[src/sv/cfpu_pkg.sv]
// cfpu_pkg: shared types and constants of the command frame parser unit
// no dependencies; used by every module of the unit
package cfpu_pkg;

  // frame bytes
  localparam logic [7:0] HDR_FIRST      = 8'hAA;
  localparam logic [7:0] HDR_SECOND     = 8'hAF;
  localparam logic [7:0] FN_COMMAND     = 8'h02;
  localparam logic [7:0] CMD_READBACK   = 8'h01;
  localparam logic [7:0] CMD_VERSION    = 8'hA0;
  localparam logic [7:0] FN_ACK_LOW     = 8'h10;
  localparam logic [7:0] FN_ACK_HIGH    = 8'h15;

  // acknowledge frame bytes
  localparam logic [7:0] ACK_HDR        = 8'hAA;
  localparam logic [7:0] ACK_ID         = 8'hEF;
  localparam logic [7:0] ACK_LEN        = 8'h02;
  // sum of AA AA EF 02, mod 256
  localparam logic [7:0] ACK_SUM_BASE   = 8'h45;
  localparam logic [2:0] ACK_LAST_IDX   = 3'd6;

  // register reset values
  localparam logic [7:0] LENGTH_LIMIT_RST   = 8'd50;
  localparam logic [7:0] FUNCTION_LIMIT_RST = 8'hF1;

  // register indexes
  localparam int unsigned CFG_IDX_W = 1;
  localparam logic [CFG_IDX_W-1:0] CFG_LENGTH_LIMIT   = 1'b0;
  localparam logic [CFG_IDX_W-1:0] CFG_FUNCTION_LIMIT = 1'b1;

  // result kinds
  localparam logic [1:0] KIND_ACK_BYTE = 2'd0;
  localparam logic [1:0] KIND_VERSION  = 2'd1;
  localparam logic [1:0] KIND_READBACK = 2'd2;

  typedef enum logic [1:0] {
    OP_ACK,
    OP_VERSION,
    OP_READBACK
  } cmd_op_e;

  // one queued action, handed from the parser to the emitter
  typedef struct packed {
    cmd_op_e    op;
    logic [7:0] fn;
    logic [7:0] sum;
  } cmd_t;

endpackage

[src/sv/cfpu_rx_if.sv]
// cfpu_rx_if: valid/ready channel carrying one received link byte
// no dependencies
interface cfpu_rx_if;
  logic       valid;
  logic       ready;
  logic [7:0] rx_byte;

  modport source (output valid, output rx_byte, input ready);
  modport sink   (input valid, input rx_byte, output ready);
endinterface

[src/sv/cfpu_tx_if.sv]
// cfpu_tx_if: valid/ready channel carrying one parser result
// no dependencies
interface cfpu_tx_if;
  logic       valid;
  logic       ready;
  logic [1:0] kind;
  logic [7:0] tx_byte;
  logic       last;

  modport source (output valid, output kind, output tx_byte, output last, input ready);
  modport sink   (input valid, input kind, input tx_byte, input last, output ready);
endinterface

[src/sv/command_frame_parser_unit.sv]
// command_frame_parser_unit: top level of the command frame parser
// depends on cfpu_pkg, cfpu_rx_if, cfpu_tx_if, cfpu_front, cfpu_cmd_fifo, cfpu_back
//
//   channel  dir  handshake     payload
//   rx_i     in   valid/ready   rx_byte[7:0]
//   tx_o     out  valid/ready   kind[1:0], tx_byte[7:0], last
//   cfg      in   cfg_we_i      cfg_idx_i (0 length limit, 1 function limit), cfg_data_i[7:0]
//
// the parser takes one byte per cycle whenever the action queue has room
// an ack is seven results, a request one; the emitter sets the sustained rate
// a good frame's action is queued as its checksum is taken, then offered by the emitter
// output stalls back up into the queue only; the parser keeps running until it fills
// asynchronous active-low reset returns to hunting with limits 50 and 241
module command_frame_parser_unit #(
  parameter int unsigned QueueDepth = 2
) (
  input  logic                           clk_i,
  input  logic                           rst_ni,
  input  logic                           cfg_we_i,
  input  logic [cfpu_pkg::CFG_IDX_W-1:0] cfg_idx_i,
  input  logic [7:0]                     cfg_data_i,
  cfpu_rx_if.sink                        rx_i,
  cfpu_tx_if.source                      tx_o
);

  // queue handshake between parser and emitter
  logic           q_push, q_full, q_pop, q_empty;
  cfpu_pkg::cmd_t q_push_cmd, q_head;

  // front: header hunt, length and payload tracking, checksum compare
  cfpu_front u_front (
    .clk_i      (clk_i),
    .rst_ni     (rst_ni),
    .cfg_we_i   (cfg_we_i),
    .cfg_idx_i  (cfg_idx_i),
    .cfg_data_i (cfg_data_i),
    .in_valid_i (rx_i.valid),
    .in_ready_o (rx_i.ready),
    .in_byte_i  (rx_i.rx_byte),
    .q_full_i   (q_full),
    .push_o     (q_push),
    .push_cmd_o (q_push_cmd)
  );

  // decoupling queue of pending actions
  cfpu_cmd_fifo #(
    .Depth (QueueDepth)
  ) u_fifo (
    .clk_i      (clk_i),
    .rst_ni     (rst_ni),
    .push_i     (q_push),
    .push_cmd_i (q_push_cmd),
    .full_o     (q_full),
    .pop_i      (q_pop),
    .empty_o    (q_empty),
    .head_o     (q_head)
  );

  // back: walks an action out as one or seven result transactions
  cfpu_back u_back (
    .clk_i       (clk_i),
    .rst_ni      (rst_ni),
    .q_empty_i   (q_empty),
    .q_head_i    (q_head),
    .pop_o       (q_pop),
    .out_valid_o (tx_o.valid),
    .out_ready_i (tx_o.ready),
    .out_kind_o  (tx_o.kind),
    .out_byte_o  (tx_o.tx_byte),
    .out_last_o  (tx_o.last)
  );

endmodule

[src/sv/cfpu_front.sv]
// cfpu_front: frame parser and checksum check, pushes actions into the queue
// depends on cfpu_pkg
module cfpu_front (
  input  logic                          clk_i,
  input  logic                          rst_ni,
  input  logic                          cfg_we_i,
  input  logic [cfpu_pkg::CFG_IDX_W-1:0] cfg_idx_i,
  input  logic [7:0]                    cfg_data_i,
  input  logic                          in_valid_i,
  output logic                          in_ready_o,
  input  logic [7:0]                    in_byte_i,
  input  logic                          q_full_i,
  output logic                          push_o,
  output cfpu_pkg::cmd_t                push_cmd_o
);

  typedef enum logic [2:0] {
    PH_HUNT,
    PH_HDR2,
    PH_FUNC,
    PH_LEN,
    PH_PAYLOAD,
    PH_CSUM
  } phase_e;

  phase_e     phase_q, phase_d;
  logic [7:0] left_q, left_d;
  logic [7:0] sum_q, sum_d;
  logic [7:0] fn_q, fn_d;
  logic [7:0] cmd_q, cmd_d;
  logic       seen_q, seen_d;
  logic [7:0] len_lim_q, fn_lim_q;

  logic       accept;
  logic [7:0] b;
  logic [7:0] cmd_eff;

  assign in_ready_o = !q_full_i;
  assign accept     = in_valid_i && in_ready_o;
  assign b          = in_byte_i;
  assign cmd_eff    = seen_q ? cmd_q : b;

  always_comb begin
    phase_d    = phase_q;
    left_d     = left_q;
    sum_d      = sum_q;
    fn_d       = fn_q;
    cmd_d      = cmd_q;
    seen_d     = seen_q;
    push_o     = 1'b0;
    push_cmd_o = '{op: cfpu_pkg::OP_ACK, fn: fn_q, sum: sum_q};
    if (accept) begin
      phase_d = PH_HUNT;
      case (phase_q)
        PH_HUNT: begin
          if (b == cfpu_pkg::HDR_FIRST) begin
            phase_d = PH_HDR2;
            sum_d   = b;
            seen_d  = 1'b0;
            cmd_d   = 8'h00;
          end
        end
        PH_HDR2: begin
          if (b == cfpu_pkg::HDR_SECOND) begin
            phase_d = PH_FUNC;
            sum_d   = sum_q + b;
          end
        end
        PH_FUNC: begin
          if (b < fn_lim_q) begin
            phase_d = PH_LEN;
            fn_d    = b;
            sum_d   = sum_q + b;
          end
        end
        PH_LEN: begin
          if (b < len_lim_q) begin
            sum_d   = sum_q + b;
            left_d  = b;
            phase_d = (b == 8'h00) ? PH_CSUM : PH_PAYLOAD;
          end
        end
        PH_PAYLOAD: begin
          if (left_q != 8'h00) begin
            if (!seen_q) begin
              cmd_d  = b;
              seen_d = 1'b1;
            end
            sum_d   = sum_q + b;
            left_d  = left_q - 8'd1;
            phase_d = (left_q == 8'd1) ? PH_CSUM : PH_PAYLOAD;
          end
        end
        PH_CSUM: begin
          cmd_d  = cmd_eff;
          seen_d = 1'b1;
          if (sum_q == b) begin
            if (fn_q == cfpu_pkg::FN_COMMAND) begin
              if (cmd_eff == cfpu_pkg::CMD_READBACK) begin
                push_o        = 1'b1;
                push_cmd_o.op = cfpu_pkg::OP_READBACK;
              end else if (cmd_eff == cfpu_pkg::CMD_VERSION) begin
                push_o        = 1'b1;
                push_cmd_o.op = cfpu_pkg::OP_VERSION;
              end
            end else if (fn_q inside {[cfpu_pkg::FN_ACK_LOW:cfpu_pkg::FN_ACK_HIGH]}) begin
              push_o        = 1'b1;
              push_cmd_o.op = cfpu_pkg::OP_ACK;
            end
          end
        end
        default: phase_d = PH_HUNT;
      endcase
    end
  end

  always_ff @(posedge clk_i or negedge rst_ni) begin
    if (!rst_ni) begin
      phase_q   <= PH_HUNT;
      left_q    <= 8'h00;
      sum_q     <= 8'h00;
      fn_q      <= 8'h00;
      cmd_q     <= 8'h00;
      seen_q    <= 1'b0;
      len_lim_q <= cfpu_pkg::LENGTH_LIMIT_RST;
      fn_lim_q  <= cfpu_pkg::FUNCTION_LIMIT_RST;
    end else begin
      phase_q <= phase_d;
      left_q  <= left_d;
      sum_q   <= sum_d;
      fn_q    <= fn_d;
      cmd_q   <= cmd_d;
      seen_q  <= seen_d;
      if (cfg_we_i) begin
        case (cfg_idx_i)
          cfpu_pkg::CFG_LENGTH_LIMIT:   len_lim_q <= cfg_data_i;
          cfpu_pkg::CFG_FUNCTION_LIMIT: fn_lim_q  <= cfg_data_i;
          default: ;
        endcase
      end
    end
  end

endmodule

[src/sv/cfpu_cmd_fifo.sv]
// cfpu_cmd_fifo: short action queue between the parser and the emitter
// depends on cfpu_pkg
module cfpu_cmd_fifo #(
  parameter int unsigned Depth = 2
) (
  input  logic           clk_i,
  input  logic           rst_ni,
  input  logic           push_i,
  input  cfpu_pkg::cmd_t push_cmd_i,
  output logic           full_o,
  input  logic           pop_i,
  output logic           empty_o,
  output cfpu_pkg::cmd_t head_o
);

  localparam int unsigned PtrW = (Depth > 1) ? $clog2(Depth) : 1;
  localparam int unsigned CntW = $clog2(Depth + 1);
  localparam logic [PtrW-1:0] PtrLast = PtrW'(Depth - 1);
  localparam logic [CntW-1:0] CntFull = CntW'(Depth);

  cfpu_pkg::cmd_t  mem_q [Depth];
  logic [PtrW-1:0] wr_q, rd_q;
  logic [CntW-1:0] cnt_q;
  logic            do_push, do_pop;

  assign full_o  = (cnt_q == CntFull);
  assign empty_o = (cnt_q == '0);
  assign head_o  = mem_q[rd_q];
  assign do_push = push_i && !full_o;
  assign do_pop  = pop_i && !empty_o;

  always_ff @(posedge clk_i) begin
    if (do_push) begin
      mem_q[wr_q] <= push_cmd_i;
    end
  end

  always_ff @(posedge clk_i or negedge rst_ni) begin
    if (!rst_ni) begin
      wr_q  <= '0;
      rd_q  <= '0;
      cnt_q <= '0;
    end else begin
      if (do_push) begin
        wr_q <= (wr_q == PtrLast) ? '0 : wr_q + PtrW'(1);
      end
      if (do_pop) begin
        rd_q <= (rd_q == PtrLast) ? '0 : rd_q + PtrW'(1);
      end
      if (do_push && !do_pop) begin
        cnt_q <= cnt_q + CntW'(1);
      end else if (do_pop && !do_push) begin
        cnt_q <= cnt_q - CntW'(1);
      end
    end
  end

endmodule

[src/sv/cfpu_back.sv]
// cfpu_back: emitter that turns queued actions into result transactions
// depends on cfpu_pkg
module cfpu_back (
  input  logic           clk_i,
  input  logic           rst_ni,
  input  logic           q_empty_i,
  input  cfpu_pkg::cmd_t q_head_i,
  output logic           pop_o,
  output logic           out_valid_o,
  input  logic           out_ready_i,
  output logic [1:0]     out_kind_o,
  output logic [7:0]     out_byte_o,
  output logic           out_last_o
);

  logic           busy_q;
  logic [2:0]     idx_q;
  cfpu_pkg::cmd_t cmd_q;
  logic           fire;

  assign out_valid_o = busy_q;
  assign fire        = busy_q && out_ready_i;
  assign pop_o       = !q_empty_i && (!busy_q || (fire && out_last_o));

  always_comb begin
    out_kind_o = cfpu_pkg::KIND_ACK_BYTE;
    out_byte_o = 8'h00;
    out_last_o = 1'b1;
    case (cmd_q.op)
      cfpu_pkg::OP_VERSION:  out_kind_o = cfpu_pkg::KIND_VERSION;
      cfpu_pkg::OP_READBACK: out_kind_o = cfpu_pkg::KIND_READBACK;
      cfpu_pkg::OP_ACK: begin
        out_last_o = (idx_q == cfpu_pkg::ACK_LAST_IDX);
        case (idx_q)
          3'd0, 3'd1: out_byte_o = cfpu_pkg::ACK_HDR;
          3'd2:       out_byte_o = cfpu_pkg::ACK_ID;
          3'd3:       out_byte_o = cfpu_pkg::ACK_LEN;
          3'd4:       out_byte_o = cmd_q.fn;
          3'd5:       out_byte_o = cmd_q.sum;
          3'd6:       out_byte_o = cfpu_pkg::ACK_SUM_BASE + cmd_q.fn + cmd_q.sum;
          default:    out_byte_o = 8'h00;
        endcase
      end
      default: out_kind_o = cfpu_pkg::KIND_ACK_BYTE;
    endcase
  end

  always_ff @(posedge clk_i or negedge rst_ni) begin
    if (!rst_ni) begin
      busy_q <= 1'b0;
      idx_q  <= 3'd0;
    end else begin
      if (pop_o) begin
        busy_q <= 1'b1;
        idx_q  <= 3'd0;
      end else if (fire) begin
        if (out_last_o) begin
          busy_q <= 1'b0;
        end else begin
          idx_q <= idx_q + 3'd1;
        end
      end
    end
  end

  always_ff @(posedge clk_i) begin
    if (pop_o) begin
      cmd_q <= q_head_i;
    end
  end

endmodule

[src/flat_wrapper.sv]
// flat-port wrapper written by rule: the top's interface ports become plain ports
module command_frame_parser_unit_flat 
#(
  parameter int unsigned QueueDepth = 2
)
  (clk_i, rst_ni, cfg_we_i, cfg_idx_i, cfg_data_i, rx_i_valid, rx_i_rx_byte, rx_i_ready, tx_o_valid, tx_o_kind, tx_o_tx_byte, tx_o_last, tx_o_ready);
  cfpu_rx_if rx_i_i ();
  cfpu_tx_if tx_o_i ();
  input  logic clk_i;
  input  logic rst_ni;
  input  logic cfg_we_i;
  input  logic [cfpu_pkg::CFG_IDX_W-1:0] cfg_idx_i;
  input  logic [7:0] cfg_data_i;
  input wire logic [$bits(rx_i_i.valid)-1:0] rx_i_valid;
  input wire logic [$bits(rx_i_i.rx_byte)-1:0] rx_i_rx_byte;
  output wire logic [$bits(rx_i_i.ready)-1:0] rx_i_ready;
  output wire logic [$bits(tx_o_i.valid)-1:0] tx_o_valid;
  output wire logic [$bits(tx_o_i.kind)-1:0] tx_o_kind;
  output wire logic [$bits(tx_o_i.tx_byte)-1:0] tx_o_tx_byte;
  output wire logic [$bits(tx_o_i.last)-1:0] tx_o_last;
  input wire logic [$bits(tx_o_i.ready)-1:0] tx_o_ready;
  assign rx_i_i.valid = rx_i_valid;
  assign rx_i_i.rx_byte = rx_i_rx_byte;
  assign rx_i_ready = rx_i_i.ready;
  assign tx_o_valid = tx_o_i.valid;
  assign tx_o_kind = tx_o_i.kind;
  assign tx_o_tx_byte = tx_o_i.tx_byte;
  assign tx_o_last = tx_o_i.last;
  assign tx_o_i.ready = tx_o_ready;
  command_frame_parser_unit #(.QueueDepth(QueueDepth)) u_core (.clk_i(clk_i), .rst_ni(rst_ni), .cfg_we_i(cfg_we_i), .cfg_idx_i(cfg_idx_i), .cfg_data_i(cfg_data_i), .rx_i(rx_i_i), .tx_o(tx_o_i));
endmodule
[config.mk]
export PLATFORM = sky130hd
export DESIGN_NAME = command_frame_parser_unit_flat
export DESIGN_NICKNAME = d
export VERILOG_FILES = /design/src/sv/cfpu_pkg.sv /design/src/sv/cfpu_rx_if.sv /design/src/sv/cfpu_tx_if.sv /design/src/sv/command_frame_parser_unit.sv /design/src/sv/cfpu_front.sv /design/src/sv/cfpu_cmd_fifo.sv /design/src/sv/cfpu_back.sv /design/src/flat_wrapper.sv
export SDC_FILE = /design/constraint.sdc
export NUM_CORES = 1
export LEC_CHECK = 0
export BUFFER_PORTS_ARGS = -buffer_cell sky130_fd_sc_hd__buf_2
export CORE_MARGIN = 2
export CORE_UTILIZATION = 60
export CTS_CLUSTER_DIAMETER = 120
export DETAILED_ROUTE_END_ITERATION = 8
export GPL_ROUTABILITY_DRIVEN = 0
export GPL_TIMING_DRIVEN = 0
export PLACE_DENSITY = 0.79
export SLEW_MARGIN = 20
export SYNTH_ARGS = -nofsm -noshare
export SYNTH_HDL_FRONTEND = slang
export SYNTH_SLANG_ARGS = --single-unit
export TNS_END_PERCENT = 20
[constraint.sdc]
create_clock -name clk_i -period 4.15 [get_ports clk_i]
set_input_delay 0.6225 -clock clk_i [delete_from_list [all_inputs] [get_ports clk_i]]
set_output_delay 0.6225 -clock clk_i [all_outputs]
set_load 0.01 [all_outputs]
Word-level counts from Yosys, hierarchy flattened --
Memory sizes are Yosys's and may differ from the RTL's. A register that Yosys moved wholly into a read port is not among the register bits. Index checks and enable logic that the tools add are counted.
Operators by class: add/subtract/negate cells 9, $lt $le $gt $ge 4, eq/ne operators 27, multiplexer cells 53, bitwise logic cells 1, reductions and logical operators 36
Operators with widths (number):
- 8-bit two-way mux | 11
- 8-bit case mux with 6 select lines | 1
- 8-bit case mux with 5 select lines | 1
- 8-bit equality test, second input constant | 3
- 8-bit case mux with 3 select lines | 1
- 1-bit two-way mux | 21
- 2-bit two-way mux | 9
- 8-bit adder | 2
- 8-bit by 1-bit equality test with 1-bit output, second input constant | 2
- 8-bit less-than comparator | 2
- 8-bit case mux with 2 select lines | 1
- 3-bit equality test, second input constant | 5
- 3-bit two-way mux | 5
- 3-bit case mux with 5 select lines | 1
- 3-bit by 2-bit equality test with 1-bit output, second input constant | 4
- 2-bit inequality test, second input constant | 5
- 1-bit logical AND | 9
- 7-bit by 8-bit adder with 8-bit output, first input constant | 1
- 8-bit by 2-bit equality test with 1-bit output, second input constant | 1
- 8-bit equality test | 1
- 8-bit by 5-bit >= comparator with 1-bit output, second input constant | 1
- 8-bit by 5-bit less-or-equal comparator with 1-bit output, second input constant | 1
- 8-bit zero test | 1
- 2-bit AND reduction | 4
- 24 further kinds | 37
Word-level totals: register bits 60, memory bits (writable) 36, logic and storage cells 144, memories 1
Memories:
- u_core.u_fifo.mem_q | words 2, bits a word 18, read ports 1, clocked after memory_dff 1, write ports 1, RTL line cfpu_cmd_fifo.sv:21 | cfpu_pkg::cmd_t mem_q [Depth];

Longest topological paths before layout --
depth in word-level cells 13, gate-level depth with buffers 13

Modules after synthesis --
From an unflattened synthesis, not the netlist that was laid out.
Unflattened totals: cell total of the unflattened synthesis 562, area total of the unflattened synthesis 6398.6 sq um
By module, submodules not included:
- cfpu_front | times used 1, cells each 349, area each 3384.5 sq um
- cfpu_cmd_fifo | times used 1, cells each 75, area each 1545.2 sq um
- cfpu_back | times used 1, cells each 138, area each 1468.9 sq um

Worst setup path after synthesis --
Ideal clock, no wire load.
path type input -> register, start point in rx_i_rx_byte[5], end point mem u_core.u_fifo.mem_q[0][0] (netlist name) (enable), setup time 0.393 ns, arrival time 2.871 ns, path slack 0.887 ns, cell stages on the path 5, buffers on the path 0, cells stage by stage ha_1 > or4_2 > nor4_2 > o311ai_4 > nor2_1
Between the ends: cells in the longest elaborated chain, start to end 11
RTL lines:
- from (decl) | RTL line flat_wrapper.sv:15 | input wire logic [$bits(rx_i_i.rx_byte)-1:0] rx_i_rx_byte;
- 8-bit two-way mux
- 8-bit equality test | RTL line cfpu_front.sv:102 | end else if (cmd_eff == cfpu_pkg::CMD_VERSION) begin
- 1-bit two-way mux | RTL line cfpu_front.sv:102
- 1-bit two-way mux | RTL line cfpu_front.sv:99 | if (cmd_eff == cfpu_pkg::CMD_READBACK) begin
- 1-bit two-way mux | RTL line cfpu_front.sv:98 | if (fn_q == cfpu_pkg::FN_COMMAND) begin
- 1-bit two-way mux (*) | RTL line cfpu_front.sv:97 | if (sum_q == b) begin
- 1-bit two-way mux (*) | RTL line cfpu_front.sv:54 | case (phase_q)
- 1-bit two-way mux (*) | RTL line cfpu_front.sv:52 | if (accept) begin
- 1-bit logical AND (*) | RTL line cfpu_cmd_fifo.sv:29 | assign do_push = push_i && !full_o;
- 1-bit two-way mux (*) | RTL line cfpu_cmd_fifo.sv:33 | if (do_push) begin
- 1-bit two-way mux (implied by the code) (*) | RTL line cfpu_cmd_fifo.sv:34 | mem_q[wr_q] <= push_cmd_i;
- to (decl) | RTL line cfpu_cmd_fifo.sv:21
Every way passes the cells marked *; elsewhere a longest branch is shown, timed or not.

Worst setup path in the final report --
start point reg, netlist name u_core.u_back.cmd_q[1], end point out tx_o_tx_byte[7]
Between the ends: cells in the longest elaborated chain, start to end 3
RTL lines:
- 8-bit adder | RTL line cfpu_back.sv:40 | 3'd6: out_byte_o = cfpu_pkg::ACK_SUM_BASE + cmd_q.fn + cmd_q.sum;
- 8-bit case mux with 6 select lines | RTL line cfpu_back.sv:34 | case (idx_q)
- 8-bit two-way mux | RTL line cfpu_back.sv:29 | case (cmd_q.op)
- to (decl) | RTL line flat_wrapper.sv:19 | output wire logic [$bits(tx_o_i.tx_byte)-1:0] tx_o_tx_byte;
Every way passes these cells.

==> run metrics <==
Setup-failing EPs final=0; Yosys top cell by area=edfxtp_1; Tmin final=slightly below 4000 ps; core area=9820 um2; vias in the first global route=~4.6k; clk slew on worst S/H paths=roughly 50 ps; Crit. End Element=output pin; Post-synth EDFFs=54; DIE AREA=between 10,000 and 15,000 um2; WL final=12.9 mm; area grow syn2layout=15.0%; TritonRoute pass-1 iters=8; sequential standard cell area=3130 um2; first-pass GRT wire length=around 22 mm; Max Used Layer=met4; worst setup margin=approximately 280 ps; TritonCTS clock tree=yes; mux contribution to synthesized area=under 10%; Met2 Routed Length=6.60 mm; Post-CTS Hold Buffers=0; H-tree level count=4; Worst Skew=10.3 ps; Mean Syn Cell Area=roughly 11 um2; Area after DPL=6480 um2; Peak VDD IR=approximately 0.28 mV; post-synth net total=about 630; clock buffer count from CTS=17; all-layer global routing usage=25.2%; antenna cells=0; Compound-Gate Fraction of Synth Area=14.5%; Crit Path Max Fanout=2; Congestion Overflow GR=0; Yosys warning count=0; worst hold slack=between 150 and 200 ps; port buffer count=34; Synth Area in XOR/XNOR=under 10%; Final Util=between 70% and 80%; Starting DRT DRC Count=between 400 and 500; RSZ-0062 raised after global routing=no; Initial Utilization=between 60% and 70%; final cell count without fillers=approximately 760; Final ANT Viol Nets=0; DR DRC count=0; worst slew pin tran=roughly 940 ps; initial antenna violation count=0; Synth Cell Area=6120 um2; post-route design area=a little over 7000 um2; status=complete, no violations; leakage power=a little over 3 nW; Die H=105 um; Adder-Cell Fraction of Synth Area=a little under a tenth; HPWL after detailed placement=between 8 and 9 mm; Multi-input gate area=approximately 2700 um2; Worst slew margin=about 37%; met3 routed WL=667 um; vias post-DR=4,529; Final nets=approximately 680; Post-Synth Simple-Gate Area=12.4%; Post-CTS Setup Inserts=0; vias per cell=between 5 and 6; Post-synth top cells=edfxtp_1 (54), inv_1 (53), dfrtp_1 (52); Crit path required time=approximately 3500 ps; main combinational cell family by area after synthesis=compound AO/OA/AOI/OAI gates; PwrDens=roughly 420 nW/um2; Post-synth top flop=edfxtp_1; Power, Total=just under 3 mW; fmax=about 260 MHz; Seq/Total Area, Yosys=roughly 51%; Gate Count Post-Synth=~560; Die Wd=~110 um; # rows=36; hold crit path type=in2async; post-CTS sizing=0; io pins=35; most instantiated library cell after synthesis=edfxtp_1; fin. max-slew vios=0; final hold vios=0; CP startpoint kind=flop; Setup WS pre-CTS=roughly 530 ps; Inst Count DP=around 730; Clock Latency Late Sink=520 ps; clock tree buffer depth=2; flops & latches, synth=about 110; ratio of cells with drive above 1 in the final layout=20.6%; post-synth cell types=between 60 and 70; FFs w/ async S/R, synth=a little over half; Total Neg Setup Slack=0 ps; maxcap violations=0; synth top area cells=edfxtp_1 (26%), dfrtp_1 (21%), ha_1 (8.6%), mux2_2 (5.9%), dfstp_2 (3.4%); CP arrival=3250 ps; DRT met1 WL=5.30 mm; largest net degree at the start of global routing=approximately 60; clock sink count=~110; clock root buffer=clkbuf_8; routed len/inst=17.1 um; CP Class=reg2out; Final Cycle Share=between 90 and 100%; top-area cell type share of the netlist area=about a quarter; number of filler cells placed in the layout=712
[state kept, by name, indices dropped and copies added, names as in the netlist, 2 cells and up]
name                      flops
u_core.u_back.cmd_q          18
u_core.u_back.idx_q           3
u_core.u_fifo.cnt_q           2
u_core.u_fifo.mem_q          36
u_core.u_front.cmd_q          8
u_core.u_front.fn_lim_q       8
u_core.u_front.fn_q           8
u_core.u_front.left_q         8
u_core.u_front.len_lim_q      8
u_core.u_front.phase_q        3
u_core.u_front.sum_q          8
[power by group]
| group | total [mW] | leakage, nW | switching, mW | internal (mW) |
|---|---|---|---|---|
| clock network | 1.36 | 0.278 | 0.485 | 0.880 |
| registers | 1.27 | 1.26 | 0.0294 | 1.24 |
| logic | 0.323 | 1.50 | 0.193 | 0.130 |
[layout make-up]
| class | count | share of cell area [%] |
|---|---|---|
| Clock buffer | 22 | 6.43 |
| Timing Repair Buffer | 35 | 2.61 |
| Clock inverter | 10 | 1.56 |
| Multi-Input combinational cell | 374 | 38.6 |
| Inverter | 54 | 2.88 |
| Tap cell | 133 | 2.36 |
| Sequential cell | 114 | 44.5 |
| Buffer | 17 | 1.03 |
[worst paths after layout]
check,start,to,slack [ps],depth (start not counted)
worst max-delay path,u_core.u_back.cmd_q[1]$_DFFE_PP_,tx_o_tx_byte[7],280,12
worst min-delay path,rst_ni,u_core.u_fifo.cnt_q[1]$_DFFE_PN0P_,170,1
worst max register to register,u_core.u_front.sum_q[5]$_DFFE_PN0P_,u_core.u_fifo.mem_q[0][12]$_DFFE_PP_,980,5
worst min register to register,u_core.u_front.fn_q[0]$_DFFE_PN0P_,u_core.u_fifo.mem_q[1][8]$_DFFE_PP_,490,0
max in group asynchronous,rst_ni,u_core.u_front.sum_q[6]$_DFFE_PN0P_,3450,1
min in group clk_i,cfg_data_i[6],u_core.u_front.len_lim_q[6]$_DFFE_PN0P_,330,3
[cells by family (layout without fill, tap and decap cells)]
kind of cell             count (synthesis)  count (layout)
buffers and inverters                   71             138
adder cells (fa/ha/maj)                 44              44
flip-flops                             114             114
AND/OR/NAND/NOR                        149             149
XOR/XNOR                                14              14
multiplexers                            34              34
AO/OA/AOI/OAI                          133             133
[routing by layer]
layer	up-vias	track usage (%)
li1	2150	-
met1	2175	29.4
met2	168	43.7
met3	36	6.11
met4	0	11.9
met5	-	0
[critical path, stage by stage, from the launching register on]
cell and delay [ps]:
edfxtp_1 460, ha_1 330, ha_1 170, inv_1 50, fa_1 390, nor2b_1 150, o21ai_0 110, a21oi_1 190
o21ai_0 140, a2111o_1 440, o21a_1 110, nand2_1 60, buf_2 120
[placed cells by master, fill, tap and decap left out, types with 14 or more instances in the layout]
cell,instances
a21oi_1,28
buf_2,36
clkbuf_1,14
clkbuf_16,16
dfrtp_1,52
edfxtp_1,54
ha_1,42
inv_1,53
mux2_2,32
nand2_1,41
nand3_1,15
nor2_1,31
o21ai_0,42
Power figures use the tool's default switching activity.
